**config.mk**
```make
export PLATFORM = sky130hd
export DESIGN_NAME = rua_ctrl
export DESIGN_NICKNAME = d
export VERILOG_FILES = /design/src/rtl/rua_pkg.sv /design/src/rtl/rua_ctrl.sv
export SDC_FILE = /design/constraint.sdc
export NUM_CORES = 1
export LEC_CHECK = 0
export BUFFER_PORTS_ARGS = -buffer_cell sky130_fd_sc_hd__buf_2
export CAP_MARGIN = 20
export CELL_PAD_IN_SITES_DETAIL_PLACEMENT = 2
export CELL_PAD_IN_SITES_GLOBAL_PLACEMENT = 2
export CORE_MARGIN = 4
export CORE_UTILIZATION = 21
export DETAILED_ROUTE_END_ITERATION = 16
export PLACE_DENSITY = 0.84
export SLEW_MARGIN = 10
export SYNTH_ARGS = -nofsm -noshare
export SYNTH_HDL_FRONTEND = slang
export SYNTH_SLANG_ARGS = --single-unit
```
**constraint.sdc**
```tcl
create_clock -name clk_i -period 1.6 [get_ports clk_i]
set_clock_uncertainty 0.15 [all_clocks]
set_input_delay 0.32 -clock clk_i [delete_from_list [all_inputs] [get_ports clk_i]]
set_output_delay 0.32 -clock clk_i [all_outputs]
set_load 0.02 [all_outputs]
```
**src/rtl/rua_pkg.sv**
```systemverilog
// Shared constants, types and command/status bundles of the replica unit allocator.
package rua_pkg;

  // Array geometry; UNITS_PER_DISK must stay a power of two (scan wraps by masking)
  localparam int unsigned NUM_DISKS      = 8;
  localparam int unsigned UNITS_PER_DISK = 1024;
  localparam int unsigned REPLICAS       = 3;
  localparam int unsigned MAX_UNITS      = 8;

  localparam int unsigned DISK_W  = $clog2(NUM_DISKS);
  localparam int unsigned POS_W   = $clog2(UNITS_PER_DISK);
  localparam int unsigned DEPTH   = NUM_DISKS * UNITS_PER_DISK;
  localparam int unsigned ADDR_W  = $clog2(DEPTH);

  // Field widths of the stream payloads
  localparam int unsigned OWNER_W   = 16;
  localparam int unsigned TAG_W     = 5;
  localparam int unsigned CNT_W     = 4;
  localparam int unsigned PART_W    = 11;
  localparam int unsigned REP_W     = 2;
  localparam int unsigned DISKNUM_W = 4;
  localparam int unsigned UPOS_W    = 11;
  localparam int unsigned PROD_W    = TAG_W + PART_W;

  localparam int unsigned S_TDATA_W = 32;
  localparam int unsigned M_TDATA_W = 24;

  typedef enum logic [2:0] {
    ST_CLEAR,
    ST_IDLE,
    ST_READ,
    ST_CHECK,
    ST_FULL
  } state_e;

  // Controller to datapath commands
  typedef struct packed {
    logic in_ready;   // input stage open
    logic load;       // transfer accepted: latch request
    logic clr_write;  // write one zero entry of the clearing pass
    logic rd;         // read the unit under the scan pointer
    logic claim;      // write owner, emit result, advance scan
    logic skip;       // unit taken: advance scan
    logic emit_err;   // emit disk-full result
    logic next_rep;   // move on to the next replica disk
  } cmd_t;

  // Datapath to controller status
  typedef struct packed {
    logic clr_done;   // clearing pass at last entry
    logic req_zero;   // offered request asks for no units
    logic unit_free;  // read unit has no owner
    logic found_meet; // one more claim completes the replica
    logic step_last;  // current unit closes the lap
    logic rep_last;   // working on the final replica
    logic out_free;   // output register can take a result
  } sts_t;

endpackage

```
**src/rtl/rua_ctrl.sv**
```systemverilog
// Sequencer of the replica unit allocator: clearing pass, scan loop and result issue.
module rua_ctrl (
  input  logic          clk_i,
  input  logic          rst_ni,
  input  logic          in_valid_i,
  input  rua_pkg::sts_t sts_i,
  output rua_pkg::cmd_t cmd_o
);

  rua_pkg::state_e state_q, state_d;

  // State register
  always_ff @(posedge clk_i or negedge rst_ni) begin
    if (!rst_ni) begin
      state_q <= rua_pkg::ST_CLEAR;
    end else begin
      state_q <= state_d;
    end
  end

  // Next state
  always_comb begin
    state_d = state_q;
    unique case (state_q)
      rua_pkg::ST_CLEAR: begin
        if (sts_i.clr_done) state_d = rua_pkg::ST_IDLE;
      end
      rua_pkg::ST_IDLE: begin
        if (in_valid_i && !sts_i.req_zero) state_d = rua_pkg::ST_READ;
      end
      rua_pkg::ST_READ: begin
        state_d = rua_pkg::ST_CHECK;
      end
      rua_pkg::ST_CHECK: begin
        if (sts_i.unit_free) begin
          if (sts_i.out_free) begin
            if (sts_i.found_meet) begin
              state_d = sts_i.rep_last ? rua_pkg::ST_IDLE : rua_pkg::ST_READ;
            end else if (sts_i.step_last) begin
              state_d = rua_pkg::ST_FULL;
            end else begin
              state_d = rua_pkg::ST_READ;
            end
          end
        end else begin
          state_d = sts_i.step_last ? rua_pkg::ST_FULL : rua_pkg::ST_READ;
        end
      end
      rua_pkg::ST_FULL: begin
        if (sts_i.out_free) begin
          state_d = sts_i.rep_last ? rua_pkg::ST_IDLE : rua_pkg::ST_READ;
        end
      end
      default: state_d = rua_pkg::ST_IDLE;
    endcase
  end

  // Commands
  always_comb begin
    cmd_o = '0;
    unique case (state_q)
      rua_pkg::ST_CLEAR: begin
        cmd_o.clr_write = 1'b1;
      end
      rua_pkg::ST_IDLE: begin
        cmd_o.in_ready = 1'b1;
        cmd_o.load     = in_valid_i;
      end
      rua_pkg::ST_READ: begin
        cmd_o.rd = 1'b1;
      end
      rua_pkg::ST_CHECK: begin
        if (sts_i.unit_free) begin
          if (sts_i.out_free) begin
            cmd_o.claim    = 1'b1;
            cmd_o.next_rep = sts_i.found_meet && !sts_i.rep_last;
          end
        end else begin
          cmd_o.skip = 1'b1;
        end
      end
      rua_pkg::ST_FULL: begin
        if (sts_i.out_free) begin
          cmd_o.emit_err = 1'b1;
          cmd_o.next_rep = !sts_i.rep_last;
        end
      end
      default: cmd_o = '0;
    endcase
  end

  // A result is only issued into a free output register
  a_claim_room: assert property (@(posedge clk_i) disable iff (!rst_ni)
    cmd_o.claim |-> sts_i.out_free)
    else $error("claim issued while output register busy");

  a_err_room: assert property (@(posedge clk_i) disable iff (!rst_ni)
    cmd_o.emit_err |-> sts_i.out_free)
    else $error("disk-full result issued while output register busy");

  // Only a unit seen free is claimed
  a_claim_free: assert property (@(posedge clk_i) disable iff (!rst_ni)
    cmd_o.claim |-> sts_i.unit_free)
    else $error("claim of an owned unit");

  // No request enters during the clearing pass
  a_clear_closed: assert property (@(posedge clk_i) disable iff (!rst_ni)
    cmd_o.clr_write |-> !cmd_o.in_ready)
    else $error("input open during clearing pass");

endmodule

```
# After elaboration in Yosys (flattened, before gate mapping)
# Cells that the tools add are included.
# W data, S select, Z words.
# totals
register_bits	3
input_bits	10
output_inout_bits	8
wordCells	36
# classes
n_eq_ne	8
mux	21
reduce_logical	6
# ops
op	count
$mux W3	7
$pmux W3 S5	1
$mux W1	8
$mux W2	4
$eq A3 B2 Y1 const B	2
$ne A2 B2 Y1 const B	3
$reduce_and A4 Y1	1
$eq A3 B1 Y1 const B	1
$eq A3 B3 Y1 const B	1
$logic_not A3 Y1	1
$ne A3 B3 Y1 const B	1
$logic_and A1 B1 Y1	2
$logic_not A1 Y1	2
$pmux W1 S2	1

# Depth between registers and ports, before layout
# logic_depth
word_depth	5
mapped_depth	4
mapped_depth_nobuf	3

# Least setup slack after synthesis
# No wires, ideal clock.
# synth_path
kind	register to output
start	reg state_q[0]
end	out cmd_o[0] (netlist bit)
arrival_time_ps	1441
required_ps	1130
setup_slack_ps	-311
path_stages_with_launch	4
path_cell_list	dfrtp_1 > buf_6 > or3b_4 > a211oi_1
# synth_rtl
element	line	text
from (decl)	rua_ctrl.sv:10	rua_pkg::state_e state_q, state_d;
from (signal assigned)	rua_ctrl.sv:15	state_q <= rua_pkg::ST_CLEAR;
from (signal assigned)	rua_ctrl.sv:17	state_q <= state_d;
to (decl)	rua_ctrl.sv:7	output rua_pkg::cmd_t cmd_o

==> key figures <==
Outcome
  • Status: finished, violations left
  • Failing checks: negative setup slack

GRT
  • Gr usage total: 15.05%
  • GR peak layer: met2
  • First-pass GRT wire length: approximately 2300 µm
  • Largest net degree at the start of global routing: 10
  • Total gr overflow: 0
  • Number of global-route vias before repair: approximately 480
  • Met1 usage: a little under a fifth
  • Initial antenna violation count: 0
  • Grt met2 use: approximately a quarter
  • GR Util met3: ~1.5%

STA
  • Slew Viols, Final: 0
  • Final setup viols: 10
  • Fin crit period: between 1500 and 2000 ps
  • Final setup margin: -333.4 ps
  • Unrepaired setup endpoints after global routing: yes
  • Fin. Hold Viols: 0
  • Fin crit share: 120.8%
  • Slew @ Worst Pin: just under 300 ps
  • Setup_tns: -1832 ps
  • Max Clock Freq: 517.2 MHz
  • Hold_ws: 216.3 ps
  • Slew margin rel.: between 80% and 90%

Final layout
  • N_diodes: 0
  • Layout cells sized above 1: between 60% and 70%
  • Finished Layout Cells: 84
  • P&R area growth vs syn: 96.18%
  • Nets: 80
  • Biggest register: state_q
  • Max reg flops: 3
  • Regs by FF count: state_q x3

Synthesis
  • Post-synthesis cell count: 40
  • Syn_area_per_cell: between 8 and 9 µm²
  • Sequential-to-total area share from yosys stat: 22.90%
  • FF+latch count, synth: 3
  • Yosys cell types: 25
  • Syn Std Cell Area: between 300 and 400 µm²
  • Syn_nets: 50
  • Warnings from Yosys: 0

Detailed routing
  • Via count: 424
  • Via-to-Cell Ratio: slightly above 5
  • DRT Wirelength: 1492 µm
  • DRC: 0
  • DR WL/cell: 17.76 µm
  • Antenna Nets Post-Route: 0
  • 1st-iter DRT viols: 5
  • Pre-antenna DRT Iters: 3

Place
  • Detailed Place HPWL: between 900 and 1000 µm
  • Final GP Congestion: between 0.7 and 0.8
  • Port-buffer cells: 17
  • Dpl cells: between 70 and 80
  • DP Worst Slack: -88.46 ps

Pwr
  • Lkg Pwr: roughly 0.28 nW
  • PwrDens: approximately 1500 nW/µm²
  • Peak VDD IR: 0.5603 mV

Worst setup path
  • CP Launch Type: register
  • CP Data Required Time: approximately 1100 ps
  • CP Capture Type: output port
  • Crit Path Max Fanout: 4
  • WP data arrival: 1460 ps
  • Class of the most critical setup path: register to output port

Clock tree
  • CTS Root Cell: clkbuf_4
  • CTS sink cnt: 3
  • CTS max path bufs: 2
  • Cts bufs inserted: 3
  • TritonCTS clock tree: built
  • Clock Latency Late Sink: around 240 ps
  • H-tree levels: 1
  • Worst-path clk slew: 40 ps

Floorplan
  • Core area: ~1400 µm²
  • Die W: ~48 µm
  • Initial Utilization: 23.71%
  • Area of the die: 2257 µm²
  • Die Y: 47.51 µm
  • Row count: 13
  • IO Pins: 18

Job
  • Max cap viols: 0

Min path
  • Hold Crit Class: input port to register
==> cells by family after synthesis <==
group / synth area share (%)
buffers and inverters: 8.779
DFF: 22.90
and+or+nand+nor: 41.98
AOI/OAI and AO/OA: 26.34
==> worst max-delay path, cell delays in order (launching register included) <==
cell	delay [ps]
dfrtp_1	400
or3b_4	430
a211oi_4	250
buf_6	150
==> layout make-up <==
cell class | count | area, µm²
clock buffer | 4 | 26.28
fill | 151 | 739.5
inverter | 2 | 7.507
multi-input combinational | 32 | 284.0
sequential | 3 | 75.07
tap | 15 | 18.77
timing repair buffer | 28 | 231.5
==> cell usage after synthesis <==
master | instances | area [µm²]
o211ai_1 | 1 | 7.510
a21oi_4 | 1 | 16.27
nand4_1 | 2 | 12.51
buf_6 | 1 | 11.26
a21oi_1 | 1 | 5.000
and3b_1 | 1 | 8.760
nor2_1 | 4 | 15.01
buf_2 | 2 | 10.01
o32ai_1 | 1 | 8.760
a31oi_1 | 2 | 12.51
nor3_1 | 2 | 10.01
o21ai_0 | 1 | 5.000
a211oi_1 | 1 | 7.510
a2bb2oi_2 | 1 | 15.01
nor3b_1 | 2 | 15.01
nand3_1 | 1 | 5.000
nand2b_1 | 2 | 12.51
a31o_2 | 1 | 8.760
nand4b_1 | 1 | 8.760
dfrtp_1 | 3 | 75.07
or3b_4 | 1 | 11.26
inv_1 | 2 | 7.510
and2_1 | 1 | 6.260
nor2b_1 | 4 | 25.02
nand3b_1 | 1 | 7.510
==> report_power, final <==
group / switching, W / internal (W)
logic: 0.000325 / 0.000333
clock network: 0.0000491 / 0.0000941
registers: 0.0000285 / 0.000104
total: 0.000403 / 0.000531
==> per-stage QoR <==
step / cell area (µm²) / total power, W / utilization, %
2_1_floorplan: 345.3 / 0.0004470 / -
3_3_place_gp: 465.4 / 0.0005695 / 33.67
3_5_place_dp: 465.4 / 0.0005964 / 33.67
4_1_cts: 563.0 / 0.0008245 / 40.72
5_1_grt: 643.1 / 0.0009925 / 46.52
6_report: 643.1 / 0.0009336 / 46.52
==> path summary, 6_finish.rpt <==
kind                       slack, ps              startpoint                      to  cells past startpoint
max                             -330  state_q[2]$_DFFE_PN0P_                cmd_o[0]                      3
min                              220                sts_i[2]  state_q[2]$_DFFE_PN0P_                      2
max reg2reg                      -90  state_q[2]$_DFFE_PN0P_  state_q[0]$_DFFE_PN0P_                      5
min reg2reg                      570  state_q[1]$_DFFE_PN0P_  state_q[1]$_DFFE_PN0P_                      2
max in group asynchronous        930                  rst_ni  state_q[0]$_DFFE_PN0P_                      2
min in group asynchronous        250                  rst_ni  state_q[1]$_DFFE_PN0P_                      2
==> placed cells by master, fill, tap and decap left out, types with 2 or more instances in the layout <==
cell type | synthesis | final
a31oi_1 | 2 | 2
buf_2 | 2 | 9
buf_4 | 0 | 8
buf_6 | 1 | 9
clkbuf_4 | 0 | 3
dfrtp_1 | 3 | 3
inv_1 | 2 | 2
nand2b_1 | 2 | 2
nand4_1 | 2 | 2
nor2_1 | 4 | 2
nor2b_1 | 4 | 3
==> metal layers <==
layer  vias up  wire [µm]  part of all wire, %
met4         0          0                    0
li1        208          -                    -
met2        12        783                   52
met5         -          0                    0
met3         0         56                  3.8
met1       204        652                   44
==> repair_timing <==
item                                    CTS  global route
endpoints found under the setup margin    8            10
gates resized for setup                  12            17
hold buffers                              1             0
pin swaps                                 3             4
setup buffers                             3             3
hold endpoints to repair                  3             0
Note: power is estimated with default switching activity, not from simulation.
